==> src/skvt_pkg.sv <==
// Package for the sorted key/value table.
// Holds the raw request codes and the classified request operations shared by the front and back ends.
// No dependencies.
`default_nettype none

package skvt_pkg;

  // Raw request type codes as they arrive on the input port.
  localparam logic [1:0] REQ_INSERT = 2'd0;
  localparam logic [1:0] REQ_LOOKUP = 2'd1;
  localparam logic [1:0] REQ_DUMP   = 2'd2;

  // Operations after classification by the front end.
  typedef enum logic [1:0] {
    OP_INSERT,
    OP_LOOKUP,
    OP_DUMP,
    OP_NONE
  } op_e;

endpackage

`default_nettype wire

==> src/skvt_front.sv <==
// Front end of the sorted key/value table: accepts requests, classifies them
// and holds them in a two-entry queue for the engine. Depends on skvt_pkg.
`default_nettype none

module skvt_front #(
  parameter int KeyBits   = 32,
  parameter int ValueBits = 32
) (
  input  wire logic                 clk_i,
  input  wire logic                 rst_ni,
  input  wire logic                 push,
  output logic                      full,
  input  wire logic [1:0]           req_type_i,
  input  wire logic [KeyBits-1:0]   key_i,
  input  wire logic [ValueBits-1:0] value_i,
  output logic                      req_valid_o,
  input  wire logic                 req_ready_i,
  output skvt_pkg::op_e             req_op_o,
  output logic      [KeyBits-1:0]   req_key_o,
  output logic      [ValueBits-1:0] req_value_o
);
  import skvt_pkg::*;

  op_e                  op_q  [2];
  logic [KeyBits-1:0]   key_q [2];
  logic [ValueBits-1:0] val_q [2];
  logic                 wr_ptr_q, wr_ptr_d;
  logic                 rd_ptr_q, rd_ptr_d;
  logic [1:0]           count_q, count_d;
  logic                 enq, deq;
  op_e                  op_in;

  // Classify the raw request type.
  always_comb begin
    unique case (req_type_i)
      REQ_INSERT: op_in = OP_INSERT;
      REQ_LOOKUP: op_in = OP_LOOKUP;
      REQ_DUMP:   op_in = OP_DUMP;
      default:    op_in = OP_NONE;
    endcase
  end

  assign full        = (count_q == 2'd2);
  assign enq         = push && !full;
  assign req_valid_o = (count_q != 2'd0);
  assign deq         = req_valid_o && req_ready_i;

  // Pointer and occupancy updates.
  always_comb begin
    wr_ptr_d = enq ? !wr_ptr_q : wr_ptr_q;
    rd_ptr_d = deq ? !rd_ptr_q : rd_ptr_q;
    count_d  = count_q;
    if (enq && !deq) begin
      count_d = count_q + 2'd1;
    end else if (deq && !enq) begin
      count_d = count_q - 2'd1;
    end
  end

  always_ff @(posedge clk_i or negedge rst_ni) begin
    if (!rst_ni) begin
      wr_ptr_q <= 1'b0;
      rd_ptr_q <= 1'b0;
      count_q  <= 2'd0;
    end else begin
      wr_ptr_q <= wr_ptr_d;
      rd_ptr_q <= rd_ptr_d;
      count_q  <= count_d;
    end
  end

  // Queue storage.
  always_ff @(posedge clk_i) begin
    if (enq) begin
      op_q[wr_ptr_q]  <= op_in;
      key_q[wr_ptr_q] <= key_i;
      val_q[wr_ptr_q] <= value_i;
    end
  end

  assign req_op_o    = op_q[rd_ptr_q];
  assign req_key_o   = key_q[rd_ptr_q];
  assign req_value_o = val_q[rd_ptr_q];

endmodule

`default_nettype wire

==> config.mk <==
export PLATFORM = sky130hd
export DESIGN_NAME = skvt_front
export DESIGN_NICKNAME = d
export VERILOG_FILES = /design/src/skvt_pkg.sv /design/src/skvt_front.sv
export SDC_FILE = /design/constraint.sdc
export NUM_CORES = 1
export LEC_CHECK = 0
export ABC_CLOCK_PERIOD_IN_PS = 10600
export BUFFER_PORTS_ARGS = -buffer_cell sky130_fd_sc_hd__buf_4
export CORE_MARGIN = 3
export CORE_UTILIZATION = 43
export DETAILED_ROUTE_END_ITERATION = 8
export MAX_ROUTING_LAYER = met4
export PLACE_DENSITY_LB_ADDON = 0.3
export SYNTH_ARGS = -nofsm -noshare
export SYNTH_HDL_FRONTEND = slang
export SYNTH_SLANG_ARGS = --single-unit
export TNS_END_PERCENT = 20
==> constraint.sdc <==
create_clock -name clk_i -period 10.6 [get_ports clk_i]
set_input_delay 0.53 -clock clk_i [delete_from_list [all_inputs] [get_ports clk_i]]
set_output_delay 0.53 -clock clk_i [all_outputs]
set_load 0.02 [all_outputs]
After elaboration in Yosys (flattened, before gate mapping)
Memories as Yosys holds them, arrays and structs flattened.
Cells that the tools add are included.
{"block": "op_classes", "addsub": 2, "n_eq_ne": 3, "n_mux": 5, "n_reduce_logical": 12}
{"cell": "$pmux W2 S3", "count": 1}
{"cell": "$logic_not A1 Y1", "count": 5}
{"cell": "$eq A2 B2 Y1 const B", "count": 2}
{"cell": "$logic_and A1 B1 Y1", "count": 4}
{"cell": "$mux W2", "count": 2}
{"cell": "$reduce_bool A2 Y1", "count": 2}
{"cell": "$add A2 B1 Y2 const B", "count": 1}
{"cell": "$eq A2 B1 Y1 const B", "count": 1}
{"cell": "$logic_not A2 Y1", "count": 1}
{"cell": "$mux W1", "count": 2}
{"cell": "$sub A2 B1 Y2 const B", "count": 1}
{"block": "word_totals", "regBits": 4, "ram_bits": 132, "inputBits": 70, "output_inout_bits": 68, "wordCells": 28, "memories": 3}
{"memory": "key_q", "words": 2, "width": 32, "read_ports": 1, "rd_ports_with_merged_regs": 0, "wr": 1, "line_no": "skvt_front.sv:25", "source": "logic [KeyBits-1:0] key_q [2];"}
{"memory": "val_q", "words": 2, "width": 32, "read_ports": 1, "rd_ports_with_merged_regs": 0, "wr": 1, "line_no": "skvt_front.sv:26", "source": "logic [ValueBits-1:0] val_q [2];"}
{"memory": "op_q", "words": 2, "width": 2, "read_ports": 1, "rd_ports_with_merged_regs": 0, "wr": 1, "line_no": "skvt_front.sv:24", "source": "op_e op_q [2];"}

Logic depth before layout (Yosys ltp)
Gate-level depths: netlist of the first run.
{"block": "depth", "word_depth": 7, "ltp_mapped": 7, "mapped_depth_nobuf": 7}

Worst setup path before layout of the first run
Ideal clock, no wire load.
{"block": "synth_path", "path_kind": "register -> register", "startpoint": "register count_q[0]", "endpoint": "memory key_q[0][0], enable pin", "setup_ps": 490, "arrival_ps": 3382, "t_required_ps": 10110, "slack_ps": 6728, "path_stages_with_launch": 4, "n_path_buf": 0, "period_less_slack_ps": 3872, "path_cell_list": "dfrtp_1 > nand2b_1 > nand2_1 > nor2_1"}
{"block": "synth_between", "elab_chain_len": 5}
{"item": "start: declaration", "line_no": "skvt_front.sv:29", "source": "logic [1:0] count_q, count_d;"}
{"item": "start signal: assignment", "line_no": "skvt_front.sv:68", "source": "count_q <= count_d;"}
{"item": "$eq A2 B2 Y1", "line_no": "skvt_front.sv:43", "source": "assign full = (count_q == 2'd2);"}
{"item": "$logic_not A1 Y1", "line_no": "skvt_front.sv:44", "source": "assign enq = push && !full;"}
{"item": "$logic_and A1 B1 Y1", "line_no": "skvt_front.sv:44"}
{"item": "$mux W1", "line_no": "skvt_front.sv:74", "source": "if (enq) begin"}
{"item": "$mux W1 (not written as such)", "line_no": "skvt_front.sv:76", "source": "key_q[wr_ptr_q] <= key_i;"}
{"item": "end: declaration", "line_no": "skvt_front.sv:25"}
Every way passes these cells.

Final worst setup path of the first run
{"block": "layout_path", "startpoint": "register rd_ptr_q", "endpoint": "output req_op_o[1]"}
{"block": "layout_between", "elab_chain_len": 1}
{"item": "start: declaration", "line_no": "skvt_front.sv:28", "source": "logic rd_ptr_q, rd_ptr_d;"}
{"item": "start signal: assignment", "line_no": "skvt_front.sv:67", "source": "rd_ptr_q <= rd_ptr_d;"}
{"item": "$mem_v2 Z2 W2"}
{"item": "end: declaration", "line_no": "skvt_front.sv:18", "source": "output skvt_pkg::op_e req_op_o,"}
Every way passes these cells.

==> run metrics, run 1 <==
GR Overflow Total=0; CTS clk-pin slew, worst paths=about 60 ps; post-synthesis cell count=226; Flop pwr share=0.415; via/cell ratio=4.78; wire length per cell=16.1 µm; fin cells=531; reg2reg start=count_q[0]; clock latency on the worst-skew pair=400 ps; post-synthesis mux area share=0.168; Post-Synth Adder-Cell Area=0.00246; Max Fclk=around 380 MHz; Fin. Hold Viols=0; Max rail drop VDD=155 µV; DP Cell Count=498; Synth Net Count=approximately 300; Final TNS setup=0 ps; worst slack, placed=slightly above 8000 ps; CTS tree=built; Worst R2R End=val_q[0][11]; Int Power=roughly 1.4 mW; nets=446; worst-path maximum fanout=67; CTS Buf Count=17; initial core utilization=0.443; layout cell share with drive strength beyond 1=0.606; critical path data arrival time=2130 ps; Area contributors post-synth=edfxtp_1 78%, mux2_4 8.9%, mux2_2 8.0%, dfrtp_1 2.0%, buf_6 0.66%; Comb pwr share=0.321; worst setup path startpoint=rd_ptr_q; Final WS setup=7940 ps; Cell Area, Synth=5080 µm²; final wirelength=8560 µm; Sw Ratio=0.301; top-area cell type share of the netlist area=0.780; core area=~11000 µm²; crit end category=output pin; clk_skew=9.16 ps; Hold WC Path Type=input pin to register; Tightest Pin Transition=1060 ps; Ports=between 100 and 150; Critical Path RT=10070 ps; die height=115 µm; Worst setup SP type=register; Unique masters post-synth=17; XOR/XNOR share of the synthesized area=0.00862; FF+latch count, synth=~140; Routed Antenna Nets=0; largest family of logic cells by synthesized area=multiplexers; Final Setup Violations=0; drt first-iter violations=116; Worst Setup EP=req_op_o[1]; Synth warnings=0; First-pass DRT Iterations=4; Max-Cap Viols=0; vias in the first global route=2674; Syn Area/Cell=22.5 µm²; layout overhead on the synthesized area=33.7%; maximum clock path buffer count=2; Net Switching=0.601 mW; status=finished, final reports clean; Tcrit/Tclk final=0.251; part of the power in the clock network=0.264; CTS root buf=clkbuf_16; Detailed Place HPWL=5370 µm; port bufs=137; Tot GR Track Use=0.136; Simple-Gate Fraction of Synth Area=0.00665; power per cell area=294 nW/µm²; die width=115 µm; post-CTS sizing=0; clock sink count=136; via count=2539; RSZ-0062 raised after global routing=no; Slew Viols, Final=0; Reg2Reg Depth=4; Placer Congestion=about 0.7; n_diodes=0; largest net degree at the start of global routing=68; fill cell count=about 860; critical path class=register to output pin; leakage=approximately 2.6 nW; first-pass GRT wire length=13000 µm; H-tree Lvls=4; std cell rows=39; relative slew slack=0.290; Die ar.=13200 µm²; Final min period=2660 ps; Pwr Total=1.99 mW; DRC errors left=0; Seq/Total Area, Yosys=0.800; Reg2Reg Setup Slack=8630 ps; complex-gate fraction of the synthesized area=0; initial antenna violation count=0; area leader, netlist=edfxtp_1
critical path, cell delays in order, from the launching register on:
cell and delay (ps):
dfrtp_4 1130, mux2_2 430, buf_4 160
per-layer routing:
metal / up-vias / global-route usage / wire [µm]
met1: 1249 / 0.159 / 3500
li1: 1182 / - / -
met4: 0 / 0.0446 / 46
met5: - / - / 0
met3: 7 / 0.0550 / 709
met2: 101 / 0.216 / 4310
cells in the mapped netlist:
master,n
edfxtp_1,132
buf_4,1
nor2_1,2
nand2b_1,1
xnor2_1,3
ha_1,1
and3_1,1
buf_6,3
xor2_1,2
clkbuf_1,2
buf_2,3
inv_1,2
dfrtp_1,4
mux2_2,36
or2_2,1
mux2_4,30
nand2_1,2
sequential cells by signal, indices dropped and copies added (netlist names):
| register | flops |
|---|---|
| rd_ptr_q | 1 |
| op_q | 4 |
| key_q | 64 |
| val_q | 64 |
| count_q | 2 |
| wr_ptr_q | 1 |
final cells by class:
| cell class | count | area, µm² | area share |
|---|---|---|---|
| clock inverters | 9 | 78.8 | 0.0116 |
| repair buffers | 139 | 1050 | 0.154 |
| well taps | 143 | 179 | 0.0263 |
| inverters | 2 | 7.51 | 0.00110 |
| flip-flops and latches | 136 | 4070 | 0.599 |
| clock buffers | 23 | 458 | 0.0674 |
| multi-input cells | 79 | 958 | 0.141 |
worst min path at each step:
stage	to	slack, ps	cells after the start	start
5_1_grt	key_q[0][23]	290	1	key_i[23]
3_5_place_dp	count_q[1]	330	1	rst_ni
2_1_floorplan	count_q[0]	230	0	rst_ni
6_report	val_q[1][31]	310	1	value_i[31]
3_3_place_gp	count_q[1]	330	1	rst_ni
4_1_cts	val_q[1][15]	300	1	value_i[15]
metrics by stage:
| stage | util | hold WS, ps | instance area, µm² |
|---|---|---|---|
| 2_1_floorplan | - | 234 | 5080 |
| 4_1_cts | 0.593 | 296 | 6800 |
| 5_1_grt | 0.593 | 291 | 6800 |
| 6_report | 0.593 | 313 | 6800 |
| 3_5_place_dp | 0.545 | 331 | 6250 |
| 3_3_place_gp | 0.545 | 329 | 6250 |
cells in the final DEF, fill, tap and decap left out:
master,instances
xnor2_1,3
buf_4,138
dfrtp_1,3
nand2b_1,1
dlygate4sd3_1,1
nor2_1,1
clkbuf_8,1
xor2_1,2
or2_2,1
and3_4,1
mux2_2,36
nor2_4,1
clkbuf_16,17
clkinv_4,1
mux2_4,30
edfxtp_1,132
bufinv_16,1
dfrtp_4,1
clkinv_2,5
nand2_1,2
clkinvlp_4,2
ha_1,1
clkbuf_1,5
inv_1,2
power groups by stage:
stage	registers, mW	logic (mW)	clock network (mW)
3_3_place_gp	0.835	0.647	0
2_1_floorplan	0.778	0.467	0
6_report	0.827	0.641	0.526
5_1_grt	0.844	0.680	0.569
3_5_place_dp	0.843	0.651	0
4_1_cts	0.832	0.653	0.541
logic make-up after synthesis:
family        after synthesis
xor+xnor                    5
simple gates                7
flops                     136
buf+inv                    11
mux                        66
fa+ha+maj                   1
what timing repair did:
action,4_1_cts,5_1_grt
hold buffers,1,0
endpoints found under the hold margin,4,0
setup buffers,0,0
Power figures use the tool's default switching activity.
==> run 2, diff against run 1 <==
--- a/config.mk
+++ b/config.mk
@@ -5,7 +5,7 @@
 export SDC_FILE = /design/constraint.sdc
 export NUM_CORES = 1
 export LEC_CHECK = 0
-export ABC_CLOCK_PERIOD_IN_PS = 10600
+export ABC_CLOCK_PERIOD_IN_PS = 2500
 export BUFFER_PORTS_ARGS = -buffer_cell sky130_fd_sc_hd__buf_4
 export CORE_MARGIN = 3
 export CORE_UTILIZATION = 43
==> constraint.sdc (replaced) <==
create_clock -name clk_i -period 2.5 [get_ports clk_i]
set_input_delay 0.125 -clock clk_i [delete_from_list [all_inputs] [get_ports clk_i]]
set_output_delay 0.125 -clock clk_i [all_outputs]
set_load 0.02 [all_outputs]
==> run 2 against run 1 <==
Compared with the run above:
- first-iteration DRC count down 10%
- combinational power rose to 4.9 times the previous value
- clock-buffer cell count down 6
- sequential share of layout area down 6.5 points
- power rose to 4.6 times the previous value
- sequential cell count unchanged
- design area up 12%
- critical path type unchanged
- critical path depth up 1
- sequential power rose to 4.0 times the previous value
- via count up 12%
==> run metrics, run 2 (synthesized netlist as in run 1, its figures left out) <==
Slew Viols, Final=0 (unchanged); crit end category=output pin; most frequent cells in the layout=140 x buf_4, 132 x edfxtp_1, 67 x dlygate4sd3_1, 36 x mux2_2, 30 x mux2_4; nets=517 (+16%); die width=115 µm (unchanged); GR Overflow Total=0 (unchanged); CTS tree=built; fin area=7620 µm² (+12%); Final WS setup=614 ps (-7320 ps); biggest regs=key_q (64), val_q (64), op_q (4); Final min period=about 1900 ps; std cell rows=39 (unchanged); die height=115 µm (unchanged); Final TNS setup=0 ps (unchanged); fin cells=602 (+13%); Hold WC Path Type=input pin to register; worst-path maximum fanout=33 (-51%); Max-Cap Viols=0 (unchanged); critical path class=register to output pin; Worst setup SP type=register; via/cell ratio=4.72 (-1.3%); maximum clock path buffer count=2 (unchanged); relative slew slack=0.676 (+0.386); Finished Core Util=0.665 (+0.0722); first-pass GRT wire length=15500 µm (+20%); Routed Antenna Nets=0 (unchanged); Ports=138 (unchanged); layout overhead on the synthesized area=50.0%; wire length per cell=16.5 µm (+2.1%); First-pass DRT Iterations=4 (unchanged); Fin. Hold Viols=0 (unchanged); met3 wire length=588 µm (-17%); Placer Congestion=0.714 (+2.4%); Die ar.=13200 µm² (unchanged); status=finished, final reports clean; power per cell area=1190 nW/µm² (+310%); layout cell share with drive strength beyond 1=0.529 (-0.0763); drt first-iter violations=104 (-10%); largest net degree at the start of global routing=51 (-25%); Tot GR Track Use=0.162 (+0.0261); most common cell after layout, fill and taps aside=buf_4; Critical Path RT=2380 ps (-7690 ps); DP Cell Count=503 (+1.0%); initial antenna violation count=0 (unchanged); clock sink count=136 (unchanged); DRC errors left=0 (unchanged); Fin Hold WS=30.8 ps (-282 ps); leakage=3.01 nW (+14%); WL met1=4130 µm (+18%); CTS clk-pin slew, worst paths=50 ps (about the same); met2 wire len=5080 µm (+18%); vias in the first global route=3127 (+17%); Tightest Pin Transition=486 ps (-579 ps); clk_skew=4.27 ps (-4.89 ps); CTS Buf Count=17 (unchanged); n_diodes=0 (unchanged); worst slack, placed=946 ps (-7360 ps); Max Fclk=530 MHz; Detailed Place HPWL=5740 µm (+6.9%); critical path data arrival time=1760 ps (-370 ps); Max rail drop VDD=682 µV (+340%); Top Metal Used=met4; clock latency on the worst-skew pair=400 ps (about the same); Tcrit/Tclk final=0.754; port bufs=137 (unchanged); initial core utilization=0.443 (unchanged); core area=11500 µm² (unchanged); DP Area=6320 µm² (+1.1%); H-tree Lvls=4 (unchanged); CTS root buf=clkbuf_16; RSZ-0062 raised after global routing=no; final wirelength=9910 µm (+16%); via count=2841 (+12%); Final Setup Violations=0 (unchanged); Pwr Total=9.08 mW (+360%)
## run 2: cell types whose count changed in the layout (fill, tap and decap cells not counted), sizes merged
| cell | before | now |
|---|---|---|
| clkbuf | 23 | 17 |
| bufinv | 1 | 5 |
| dlygate4sd3 | 1 | 67 |
| buf | 138 | 143 |
| clkinvlp | 2 | 1 |
| clkinv | 6 | 9 |
## run 2: worst max-delay path, cell delays in order (launching register included)
cell and delay [ps]:
dfrtp_4 530, buf_12 270, mux2_2 380, buf_4 160
## run 2: worst paths after layout
check                                 start             end  slack (ps)  depth (start not counted)
worst max-delay path               rd_ptr_q  req_value_o[8]         610                          3
min in group asynchronous            rst_ni        wr_ptr_q          80                          2
worst min register to register   count_q[1]      count_q[1]         490                          1
worst max register to register   count_q[0]     val_q[1][6]         940                          3
max in group asynchronous            rst_ni        rd_ptr_q        2300                          2
worst min-delay path            req_ready_i        rd_ptr_q          30                          3
## run 2: timing repair
item | CTS | global route
hold buffers | 67 | 0
buffers inserted | 0 | 0
hold endpoints to repair | 136 | 0
resized for setup | 0 | 0
## run 2: layout make-up
cell class	count	area (µm²)
fill	764	3840
multi-input combinational	79	955
tap	143	179
clock inverter	15	208
inverter	2	7.51
timing repair buffer	210	1780
sequential	136	4070
clock buffer	17	425
## run 2: power breakdown
group,internal [mW],switching [mW]
sequential,3.13,0.171
clock,1.75,0.879
combinational,1.53,1.62
## run 2: layer usage
layer  GRT usage  vias to the layer above
met5           -                        -
met4      0.0571                        0
met3      0.0481                       10
met2       0.273                      104
met1       0.185                     1403
li1            -                     1324
