**src/skvt_pkg.sv**
```systemverilog
// Package for the sorted key/value table.
// Holds the raw request codes and the classified request operations shared by the front and back ends.
// No dependencies.
`default_nettype none

package skvt_pkg;

  // Raw request type codes as they arrive on the input port.
  localparam logic [1:0] REQ_INSERT = 2'd0;
  localparam logic [1:0] REQ_LOOKUP = 2'd1;
  localparam logic [1:0] REQ_DUMP   = 2'd2;

  // Operations after classification by the front end.
  typedef enum logic [1:0] {
    OP_INSERT,
    OP_LOOKUP,
    OP_DUMP,
    OP_NONE
  } op_e;

endpackage

`default_nettype wire

```
**src/skvt_ram.sv**
```systemverilog
// Generic single-write, single-read RAM with a registered read port.
// No dependencies.
`default_nettype none

module skvt_ram #(
  parameter int Width = 64,
  parameter int Depth = 64
) (
  input  wire logic                     clk_i,
  input  wire logic                     we_i,
  input  wire logic [$clog2(Depth)-1:0] waddr_i,
  input  wire logic [Width-1:0]         wdata_i,
  input  wire logic                     re_i,
  input  wire logic [$clog2(Depth)-1:0] raddr_i,
  output logic      [Width-1:0]         rdata_o
);

  logic [Width-1:0] mem_q [Depth];
  logic [Width-1:0] rdata_q;

  // Write port and registered read port; read data holds between reads.
  always_ff @(posedge clk_i) begin
    if (we_i) begin
      mem_q[waddr_i] <= wdata_i;
    end
    if (re_i) begin
      rdata_q <= mem_q[raddr_i];
    end
  end

  assign rdata_o = rdata_q;

endmodule

`default_nettype wire

```
**src/skvt_engine.sv**
```systemverilog
// Back end of the sorted key/value table: runs insert, lookup and dump
// sequences over the entry RAM and drives the result register.
// Depends on skvt_pkg and skvt_ram.
`default_nettype none

module skvt_engine #(
  parameter int Capacity  = 64,
  parameter int KeyBits   = 32,
  parameter int ValueBits = 32
) (
  input  wire logic                 clk_i,
  input  wire logic                 rst_ni,
  input  wire logic                 cfg_we_i,
  input  wire logic [ValueBits-1:0] cfg_wdata_i,
  input  wire logic                 req_valid_i,
  output logic                      req_ready_o,
  input  wire skvt_pkg::op_e        req_op_i,
  input  wire logic [KeyBits-1:0]   req_key_i,
  input  wire logic [ValueBits-1:0] req_value_i,
  output logic                      empty,
  input  wire logic                 pop,
  output logic                      status_o,
  output logic                      found_o,
  output logic      [KeyBits-1:0]   out_key_o,
  output logic      [ValueBits-1:0] out_value_o,
  output logic      [6:0]           entry_count_o,
  output logic                      last_o
);
  import skvt_pkg::*;

  localparam int AW = $clog2(Capacity);
  localparam int CW = $clog2(Capacity + 1);
  localparam int DW = KeyBits + ValueBits;

  localparam logic [2:0] S_IDLE     = 3'd0;
  localparam logic [2:0] S_INS_CMP  = 3'd1;
  localparam logic [2:0] S_INS_PUT  = 3'd2;
  localparam logic [2:0] S_LK_PROBE = 3'd3;
  localparam logic [2:0] S_LK_CMP   = 3'd4;
  localparam logic [2:0] S_LK_FIN   = 3'd5;
  localparam logic [2:0] S_DUMP     = 3'd6;
  localparam logic [2:0] S_RESP     = 3'd7;

  localparam logic [CW-1:0] FULL_COUNT = CW'(Capacity);

  logic [2:0]           state_q, state_d;
  logic [CW-1:0]        fill_q, fill_d;
  logic [AW-1:0]        ptr_q, ptr_d;
  logic [AW-1:0]        mid_q, mid_d;
  logic [CW-1:0]        lo_q, lo_d, hi_q, hi_d, mid_c;
  logic                 dv_q, dv_d;
  logic [KeyBits-1:0]   key_q, key_d;
  logic [ValueBits-1:0] val_q, val_d;
  logic [ValueBits-1:0] default_q;
  logic                 res_status_q, res_status_d, res_found_q, res_found_d;
  logic [KeyBits-1:0]   res_key_q, res_key_d;
  logic [ValueBits-1:0] res_val_q, res_val_d;

  logic                 out_valid_q, out_valid_d;
  logic                 out_status_q, out_found_q, out_last_q;
  logic [KeyBits-1:0]   out_key_q;
  logic [ValueBits-1:0] out_val_q;
  logic [CW-1:0]        out_count_q;
  logic                 emit, emit_status, emit_found, emit_last, can_emit;
  logic [KeyBits-1:0]   emit_key;
  logic [ValueBits-1:0] emit_val;

  logic                 ram_we, ram_re;
  logic [AW-1:0]        ram_waddr, ram_raddr;
  logic [DW-1:0]        ram_wdata, ram_rdata;
  logic [KeyBits-1:0]   rd_key;
  logic [ValueBits-1:0] rd_val;
  logic                 dump_last;

  skvt_ram #(
    .Width(DW),
    .Depth(Capacity)
  ) u_entries (
    .clk_i  (clk_i),
    .we_i   (ram_we),
    .waddr_i(ram_waddr),
    .wdata_i(ram_wdata),
    .re_i   (ram_re),
    .raddr_i(ram_raddr),
    .rdata_o(ram_rdata)
  );

  assign rd_key      = ram_rdata[DW-1:ValueBits];
  assign rd_val      = ram_rdata[ValueBits-1:0];
  assign can_emit    = !out_valid_q || pop;
  assign req_ready_o = (state_q == S_IDLE);
  assign mid_c       = lo_q + ((hi_q - lo_q) >> 1);
  assign dump_last   = (CW'(ptr_q) == fill_q - CW'(1));

  // Sequencer for the table operations.
  always_comb begin
    state_d      = state_q;
    fill_d       = fill_q;
    ptr_d        = ptr_q;
    mid_d        = mid_q;
    lo_d         = lo_q;
    hi_d         = hi_q;
    dv_d         = dv_q;
    key_d        = key_q;
    val_d        = val_q;
    res_status_d = res_status_q;
    res_found_d  = res_found_q;
    res_key_d    = res_key_q;
    res_val_d    = res_val_q;
    ram_we       = 1'b0;
    ram_waddr    = '0;
    ram_wdata    = {key_q, val_q};
    ram_re       = 1'b0;
    ram_raddr    = '0;
    emit         = 1'b0;
    emit_status  = res_status_q;
    emit_found   = res_found_q;
    emit_key     = res_key_q;
    emit_val     = res_val_q;
    emit_last    = 1'b1;

    unique case (state_q)
      S_IDLE: begin
        if (req_valid_i) begin
          key_d        = req_key_i;
          val_d        = req_value_i;
          res_status_d = 1'b0;
          res_found_d  = 1'b0;
          res_key_d    = '0;
          res_val_d    = '0;
          unique case (req_op_i)
            OP_INSERT: begin
              if (fill_q == FULL_COUNT) begin
                res_status_d = 1'b1;
                state_d      = S_RESP;
              end else if (fill_q == '0) begin
                ram_we    = 1'b1;
                ram_waddr = '0;
                ram_wdata = {req_key_i, req_value_i};
                fill_d    = fill_q + CW'(1);
                state_d   = S_RESP;
              end else begin
                ptr_d     = AW'(fill_q - CW'(1));
                ram_re    = 1'b1;
                ram_raddr = AW'(fill_q - CW'(1));
                state_d   = S_INS_CMP;
              end
            end
            OP_LOOKUP: begin
              lo_d    = '0;
              hi_d    = fill_q;
              state_d = S_LK_PROBE;
            end
            OP_DUMP: begin
              ptr_d   = '0;
              dv_d    = 1'b0;
              state_d = (fill_q == '0) ? S_RESP : S_DUMP;
            end
            default: begin
              state_d = S_RESP;
            end
          endcase
        end
      end

      // Walk down from the top, moving larger keys up by one slot.
      S_INS_CMP: begin
        ram_we = 1'b1;
        if (rd_key > key_q) begin
          ram_waddr = ptr_q + AW'(1);
          ram_wdata = ram_rdata;
          if (ptr_q == '0) begin
            state_d = S_INS_PUT;
          end else begin
            ram_re    = 1'b1;
            ram_raddr = ptr_q - AW'(1);
            ptr_d     = ptr_q - AW'(1);
          end
        end else begin
          ram_waddr = ptr_q + AW'(1);
          fill_d    = fill_q + CW'(1);
          state_d   = S_RESP;
        end
      end

      S_INS_PUT: begin
        ram_we    = 1'b1;
        ram_waddr = '0;
        fill_d    = fill_q + CW'(1);
        state_d   = S_RESP;
      end

      // Binary search for the first entry whose key is not below the key.
      S_LK_PROBE: begin
        if (lo_q < hi_q) begin
          ram_re    = 1'b1;
          ram_raddr = AW'(mid_c);
          mid_d     = AW'(mid_c);
          state_d   = S_LK_CMP;
        end else if (lo_q < fill_q) begin
          ram_re    = 1'b1;
          ram_raddr = AW'(lo_q);
          state_d   = S_LK_FIN;
        end else begin
          res_key_d = key_q;
          res_val_d = default_q;
          state_d   = S_RESP;
        end
      end

      S_LK_CMP: begin
        if (rd_key < key_q) begin
          lo_d = CW'(mid_q) + CW'(1);
        end else begin
          hi_d = CW'(mid_q);
        end
        state_d = S_LK_PROBE;
      end

      S_LK_FIN: begin
        res_key_d   = key_q;
        res_found_d = (rd_key == key_q);
        res_val_d   = (rd_key == key_q) ? rd_val : default_q;
        state_d     = S_RESP;
      end

      // Stream entries in order, one read ahead of the result register.
      S_DUMP: begin
        if (!dv_q) begin
          ram_re    = 1'b1;
          ram_raddr = ptr_q;
          dv_d      = 1'b1;
        end else if (can_emit) begin
          emit        = 1'b1;
          emit_status = 1'b0;
          emit_found  = 1'b1;
          emit_key    = rd_key;
          emit_val    = rd_val;
          emit_last   = dump_last;
          if (dump_last) begin
            dv_d    = 1'b0;
            state_d = S_IDLE;
          end else begin
            ram_re    = 1'b1;
            ram_raddr = ptr_q + AW'(1);
            ptr_d     = ptr_q + AW'(1);
          end
        end
      end

      S_RESP: begin
        if (can_emit) begin
          emit    = 1'b1;
          state_d = S_IDLE;
        end
      end

      default: begin
        state_d = S_IDLE;
      end
    endcase
  end

  // Result register valid flag.
  always_comb begin
    out_valid_d = out_valid_q;
    if (emit) begin
      out_valid_d = 1'b1;
    end else if (pop) begin
      out_valid_d = 1'b0;
    end
  end

  always_ff @(posedge clk_i or negedge rst_ni) begin
    if (!rst_ni) begin
      state_q     <= S_IDLE;
      fill_q      <= '0;
      dv_q        <= 1'b0;
      out_valid_q <= 1'b0;
      default_q   <= '0;
    end else begin
      state_q     <= state_d;
      fill_q      <= fill_d;
      dv_q        <= dv_d;
      out_valid_q <= out_valid_d;
      if (cfg_we_i) begin
        default_q <= cfg_wdata_i;
      end
    end
  end

  // Working and result payload registers. The entry count is captured with
  // the result, since the engine may change the table while it waits.
  always_ff @(posedge clk_i) begin
    ptr_q        <= ptr_d;
    mid_q        <= mid_d;
    lo_q         <= lo_d;
    hi_q         <= hi_d;
    key_q        <= key_d;
    val_q        <= val_d;
    res_status_q <= res_status_d;
    res_found_q  <= res_found_d;
    res_key_q    <= res_key_d;
    res_val_q    <= res_val_d;
    if (emit) begin
      out_status_q <= emit_status;
      out_found_q  <= emit_found;
      out_key_q    <= emit_key;
      out_val_q    <= emit_val;
      out_last_q   <= emit_last;
      out_count_q  <= fill_q;
    end
  end

  assign empty         = !out_valid_q;
  assign status_o      = out_status_q;
  assign found_o       = out_found_q;
  assign out_key_o     = out_key_q;
  assign out_value_o   = out_val_q;
  assign entry_count_o = 7'(out_count_q);
  assign last_o        = out_last_q;

`ifndef ASSERT_OFF
  // The fill count never passes the capacity.
  assert property (@(posedge clk_i) disable iff (!rst_ni) fill_q <= FULL_COUNT)
    else $error("fill count above capacity");
  // An insert that shifts entries only runs on a table with room left.
  assert property (@(posedge clk_i) disable iff (!rst_ni)
    (state_q == S_INS_CMP) |-> (fill_q < FULL_COUNT) && (fill_q != '0))
    else $error("insert shift on full or empty table");
  // A waiting result is never dropped without a pop.
  assert property (@(posedge clk_i) disable iff (!rst_ni)
    (out_valid_q && !pop) |=> out_valid_q)
    else $error("result lost");
  // A dump never runs over an empty table.
  assert property (@(posedge clk_i) disable iff (!rst_ni)
    (state_q == S_DUMP) |-> (fill_q != '0))
    else $error("dump of empty table");
`endif

endmodule

`default_nettype wire

```
**config.mk**
```make
export PLATFORM = sky130hd
export DESIGN_NAME = skvt_engine
export DESIGN_NICKNAME = d
export VERILOG_FILES = /design/src/skvt_pkg.sv /design/src/skvt_ram.sv /design/src/skvt_engine.sv
export SDC_FILE = /design/constraint.sdc
export NUM_CORES = 2
export LEC_CHECK = 0
export ABC_CLOCK_PERIOD_IN_PS = 14400
export BUFFER_PORTS_ARGS = -buffer_cell sky130_fd_sc_hd__buf_4
export CAP_MARGIN = 10
export CORE_UTILIZATION = 40
export CTS_CLUSTER_DIAMETER = 40
export CTS_CLUSTER_SIZE = 24
export DETAILED_ROUTE_END_ITERATION = 16
export PLACE_DENSITY_LB_ADDON = 0.1
export SYNTH_ARGS = -nofsm -noshare
export SYNTH_HDL_FRONTEND = slang
export SYNTH_SLANG_ARGS = --single-unit
export TNS_END_PERCENT = 1
```
**constraint.sdc**
```tcl
create_clock -name clk_i -period 14.4 [get_ports clk_i]
set_input_delay 0.72 -clock clk_i [delete_from_list [all_inputs] [get_ports clk_i]]
set_output_delay 0.72 -clock clk_i [all_outputs]
set_load 0.01 [all_outputs]
```
; After elaboration in Yosys (flattened, before gate mapping)
; Memories as Yosys holds them, arrays and structs flattened. A register that Yosys moved wholly into a read port is not among the register bits.
; Index checks and enable logic that the tools add are counted.
[totals]
reg_bits = 274
latch_bits = 0
mem_bits_rw = 4096
rom_bits = 0
in_bits = 103
out_inout_bits = 76
elab_cells = 202
n_memories = 1
[op_classes]
addsub = 7
mul = 0
div = 0
n_lt_le_gt_ge = 4
n_eq_ne = 34
n_shift = 0
n_mux = 109
bitwise_logic = 0
n_reduce_logical = 26
[mem_list]
columns = name, depth, width, read_ports, rd_ports_with_merged_regs, write_ports, line_no
row1 = u_entries.mem_q, 64, 64, 1, 1, 1, skvt_ram.sv:18  ; logic [Width-1:0] mem_q [Depth];
[op_table]
columns = operator, n
row1 = 32-bit 2-to-1 mux, 12
row2 = 64-bit 2-to-1 mux, 5
row3 = 32-bit one-hot mux with 3 select lines, 2
row4 = 64-bit one-hot mux with 2 select lines, 1
row5 = 6-bit 2-to-1 mux, 20
row6 = 7-bit 2-to-1 mux, 11
row7 = 1-bit 2-to-1 mux, 34
row8 = 32-bit == test, 1
row9 = 32-bit greater-than comparator, 1
row10 = 32-bit less-than comparator, 1
row11 = 2-bit != test (second input constant), 14
row12 = 7-bit one-hot mux with 2 select lines, 2
row13 = 3-bit 2-to-1 mux, 9
row14 = 6-bit one-hot mux with 4 select lines, 1
row15 = 3-bit one-hot mux with 7 select lines, 1
row16 = 7-bit one-hot mux with 3 select lines, 1
row17 = 6-bit one-hot mux with 3 select lines, 1
row18 = 7-bit less-than comparator, 2
row19 = 3-bit == test (second input constant), 4
row20 = 6-bit one-hot mux with 2 select lines, 1
row21 = 4-bit AND reduction, 3
row22 = 6-bit AND reduction, 2
row23 = 10-bit AND reduction, 1
row24 = 3-bit != test (second input constant), 3
row25 = 30 further kinds, 47

; Logic depth before layout (Yosys ltp)
[logic_depth]
depth_word = 8
depth_mapped = 21
mapped_depth_nobuf = 18

; Modules after synthesis
; A second synthesis with hierarchy kept.
[hier_totals]
cells_unflattened = 8024
hier_area_um2 = 171461.9
[by_module_without_submodules]
columns = mod, instances, cells_each, area_each_um2, seq_area_each_um2
row1 = skvt_ram, 1, 6812, 157528.6, 124919.8
row2 = skvt_engine, 1, 1212, 13933.4, 8007.7

; Worst setup path before layout
; Ideal clock, no wire load.
[synth_path]
kind = input to register
startpoint = input req_valid_i
endpoint = register u_entries.rdata_q[61], in the netlist u_entries.rdata_o[61] (read register of u_entries.mem_q) (data pin)
setup_ns = 0.257
arrival_time_ns = 11.100
required_time_ns = 14.143
slack_ns = 3.043
path_stages = 13
n_path_buf = 3
path_cell_list = nor4b_1 > o311ai_0 > nor2_1 > a21oi_1 > o2111a_1 > nand2_2 > buf_2 > buf_2 > clkbuf_1 > mux4_2 > o2111ai_1 > nand3_1 > a32o_1
[synth_between]
elab_chain_cells = 2
elab_cells_between_ends = 4
cone_classes = mux (4)
[synth_rtl]
columns = item, line_no
row1 = "start, declared", skvt_engine.sv:15  ; input wire logic req_valid_i,
row2 = 6-bit 2-to-1 mux or 1-bit 2-to-1 mux (tied branches), skvt_engine.sv:124  ; if (req_valid_i) begin
row3 = 6-bit one-hot mux with 4 select lines or 1-bit one-hot mux with 4 select lines (tied branches), skvt_engine.sv:122  ; unique case (state_q)
row4 = "end, declared", skvt_ram.sv:19  ; logic [Width-1:0] rdata_q;
; Parallel ways exist; a longest one is shown, timed or not.
; A chain may end at the register's enable or synchronous reset.

; Final worst setup path
[layout_path]
startpoint = register u_entries.rdata_q[52], in the netlist u_entries.rdata_o[52] (read register of u_entries.mem_q)
endpoint = register u_entries.rdata_q[58], in the netlist u_entries.rdata_o[58] (read register of u_entries.mem_q) (data pin)
[layout_between]
elab_chain_cells = 3
elab_cells_between_ends = 5
cone_classes = order compare (1) / mux (4)
[layout_rtl]
columns = item, line_no
row1 = 32-bit greater-than comparator *, skvt_engine.sv:169  ; if (rd_key > key_q) begin
row2 = 6-bit 2-to-1 mux or 1-bit 2-to-1 mux (tied branches), skvt_engine.sv:169
row3 = 6-bit one-hot mux with 4 select lines or 1-bit one-hot mux with 4 select lines (tied branches), skvt_engine.sv:122
; Every way passes the cells marked *; elsewhere a longest branch is shown, timed or not.

==> summary.md <==
| Metric | Value |
|---|---|
| Die W | 665 um |
| VDD IR max | about 0.00029 V |
| Antenna violations before repair | 60 |
| Sequential share of the synthesized area | around 76% |
| Critical Path AT | 8.33 ns |
| Row count | ~240 |
| Iter 0 DRT Violations | between 15000 and 20000 |
| Dpl ws | around 7.1 ns |
| RePlAce Congestion | roughly 0.88 |
| Critical path's slowest cell | a221oi_1 |
| Area contributors post-synth | edfxtp_1 (75%), nand2_1 (4.5%), a211oi_1 (2.6%), and3_1 (2.3%), mux4_2 (2.1%) |
| Vias | 114957 |
| First-pass GRT wire length | ~930000 um |
| Status | complete, no violations |
| Final worst path period share | a little over half |
| Final worst slack | ~6.8 ns |
| Primary FF master, synth | edfxtp_1 |
| Hold/Removal Path Class | in -> reg |
| Crit path buffers/inverters | 4 |
| Die area | 442000 um^2 |
| Hold Violations, Final | 0 |
| H-tree Lvls | 6 |
| Die H | between 600 and 700 um |
| Net count after synthesis | roughly 12000 |
| CTS Buf Count | 614 |
| CTS tree | yes |
| Max reg flops | a little over 4000 |
| Mapped Area | ~180000 um^2 |
| Req. time, crit path | about 15 ns |
| Post-DR vias/cell | between 6 and 7 |
| Worst-path maximum fanout | about 160 |
| Fraction of registers with async set/reset | 0.992% |
| EDFF count, synth | ~4400 |
| CP cell instances | ha_1 -> a21oi_1 -> o21ai_0 -> a221oi_1 -> buf_4 -> a21bo_2 -> a31oi_4 -> nor2_4 -> buf_12 -> buf_4 -> buf_4 -> mux4_2 -> and2_0 -> a211oi_1 -> a31oi_1 -> and3_1 |
| CP peak stage delay | 0.83 ns |
| Synth unique cells | 100 |
| Pwr dens | around 230 nW/um^2 |
| Drt wl/cell | between 30 and 40 um |
| Pins Over Slew Limit | 0 |
| R2R Path End | u_entries.rdata_o[58] |
| Worst Reg-to-Reg Cells | 16 |
| Stages on worst setup path | 16 |
| Critical path origin | u_entries.rdata_o[52] |
| Hpwl dp | 364000 um |
| Pleak | 69.5 nW |
| Finish-stage setup viols | 0 |
| Largest delay share family, worst path | buffers and inverters |
| Crit. End Element | flop |
| Detailed-route DRC error count | 0 |
| Synth Instances | 11724 |
| Reg2reg start | u_entries.rdata_o[52] |
| Hold slack | about 0.16 ns |
| Crit Path Class | reg -> reg |
| Share of layout cells above drive strength 1 | between 15 and 20% |
| Worst-Skew Late Latency | 1.07 ns |
| Avg Cell Area, Syn | 15.0 um^2 |
| RSZ-0062 raised after global routing | no |
| Total congestion overflow | 0 |
| Port Buf Inserts | about 180 |
| Root Buffer | clkbuf_16 |
| Most flop-heavy register | u_entries.mem_q |
| Starting Density | between 40 and 50% |
| Layout Area Growth over Synthesis | 17.7% |
| Maximum clock rate | ~130 MHz |
| Largest net degree at the start of global routing | 175 |
| Core area | between 400000 and 500000 um^2 |
| CTS sink count | ~4400 |
| Post-route ant nets | 0 |
| Worst-margin pin slew | roughly 1.4 ns |
| Clk slew on worst S/H paths | 0.06 ns |
| Synth Warn # | 0 |
| GRT Total Usage | just over 30% |
| Fill cells | 37590 |
| Top-area cell type share of the netlist area | approximately three quarters |
| Vias in the first global route | between 100k and 150k |
| Fin Setup TNS | 0 ns |
| Crit path capture | u_entries.rdata_o[58] |
| Synth Register Bits | approximately 4400 |
| Critical Path Start Type | flop |
| DRT Wirelength | approximately 700000 um |
| Layout Skew | around 0.082 ns |
| Critical Path Most Common Cell | buf_4 |
| Max Buffers Root-to-Sink | 4 |
| R2R setup slack | a little under 7 ns |
| Nets | between 10000 and 15000 |
| Post-synth top area cell | edfxtp_1 |
| Slew margin rel. | approximately 5% |
| Fin crit period | roughly 7.6 ns |
| Pre-Repair DR Iteration Count | 9 |
| Max Cap Viol | 0 |
| IO Pins | 179 |
[cell type report]
type	count	area (um^2)	share of cell area, %
clock inverters	440	5010	2.42
repair buffers	663	5740	2.78
well taps	5757	7200	3.48
inverters	129	484	0.234
multi-input cells	6352	39600	19.1
flip-flops and latches	4434	133000	64.3
diodes	23	57.6	0.0278
clock buffers	682	15800	7.65
[metrics by stage]
stage               cell area (um^2)  std cells  total power, mW  util [%]
finish                        207000      18480             48.6      47.3
global route                  207000      18464             50.0      47.3
CTS                           207000      18452             48.5      47.2
detailed placement            185000      17233             33.1      42.3
global placement              185000      17229             33.0      42.2
floorplan                     176000      11724             25.9         -
[worst reg2reg max path: cells and delay by family (launching register included)]
family                     cells  cell delay, ns
DFF                            1            0.64
AOI/OAI and AO/OA              7            2.13
and+or+nand+nor                3            1.03
adders and majority gates      1            0.31
buffers and inverters          4            2.53
muxes                          1            0.61
[cells by family (layout without fill, tap and decap cells)]
| group | count (synthesis) | in the layout | share of synthesized area [%] |
|---|---|---|---|
| compound gates | 2156 | 2156 | 8.27 |
| xor+xnor | 37 | 37 | 0.200 |
| fa+ha+maj | 62 | 62 | 0.450 |
| buf+inv | 938 | 1914 | 2.29 |
| flops | 4434 | 4434 | 75.7 |
| mux | 371 | 371 | 3.31 |
| other cells | 0 | 23 | 0 |
| simple gates | 3726 | 3726 | 9.82 |
[worst min path at each step]
| stage | start | end | cells past startpoint |
|---|---|---|---|
| after detailed placement | default_q[29] | default_q[29] | 1 |
| after global placement | default_q[25] | default_q[25] | 1 |
| after CTS | req_valid_i | dv_q | 4 |
| final | req_valid_i | dv_q | 4 |
| after global routing | req_valid_i | dv_q | 4 |
| after floorplan | rst_ni | default_q[0] | 0 |
[cells in the final DEF (no fill, tap or decap), types with 70 or more instances in the layout]
cell type,netlist,routed
nand3_1,568,561
edfxtp_1,4390,4390
and2_1,70,70
bufinv_16,0,71
a211oi_1,615,613
nor2_4,3,71
dlygate4sd3_1,0,97
and3_1,646,644
o22ai_1,73,72
nand2_1,2091,2086
mux2i_1,149,149
buf_4,28,522
clkinv_2,0,88
mux4_2,162,162
o21ai_0,379,378
inv_1,128,87
clkbuf_16,0,622
nor4_1,89,87
clkinv_1,1,74
a31oi_1,350,349
clkinvlp_4,0,74
a21oi_1,326,326
[power breakdown]
| group | internal (mW) | total, mW | switching [mW] |
|---|---|---|---|
| registers | 15.9 | 16.5 | 0.575 |
| logic | 4.55 | 16.7 | 12.2 |
| clock network | 9.32 | 15.4 | 6.06 |
| total | 29.8 | 48.6 | 18.8 |
[timing repair]
action	in CTS	in global routing
gates resized for setup	0	0
setup buffers	0	0
endpoints found under the setup margin	0	0
endpoints found under the hold margin	140	0
hold buffers	97	0
[cell usage after synthesis, types with 13 or more instances]
cell       count
and2_1        70
nor3_1        40
xnor2_1       24
a221oi_1      55
o22ai_1       73
clkbuf_1     418
a222oi_1      68
dfrtp_1       44
buf_4         28
o2111ai_1     13
nand4_1       28
a211oi_1     615
o21ai_0      379
nand3_1      568
ha_1          60
a22o_1        67
edfxtp_1    4390
nand2_1     2091
mux2i_1      149
a32oi_1       46
a31oi_1      350
mux2_2        60
nor4_1        89
or4_1         21
buf_1         77
buf_2        281
a22oi_1       34
a311oi_1      13
o211ai_1      15
and3_1       646
a21oi_1      326
inv_1        128
nor2_1       112
mux4_2       162
[per-layer routing]
layer | part of all wire, % | vias up | global-route usage (%) | wire (um)
li1 | - | 46686 | - | -
met3 | 10 | 1378 | 6.08 | 68900
met2 | 45 | 6985 | 46.2 | 307000
met4 | 5.3 | 28 | 14.1 | 36400
met5 | 0.033 | - | 0 | 224
met1 | 40 | 59880 | 41.7 | 275000
Power figures use the tool's default switching activity.
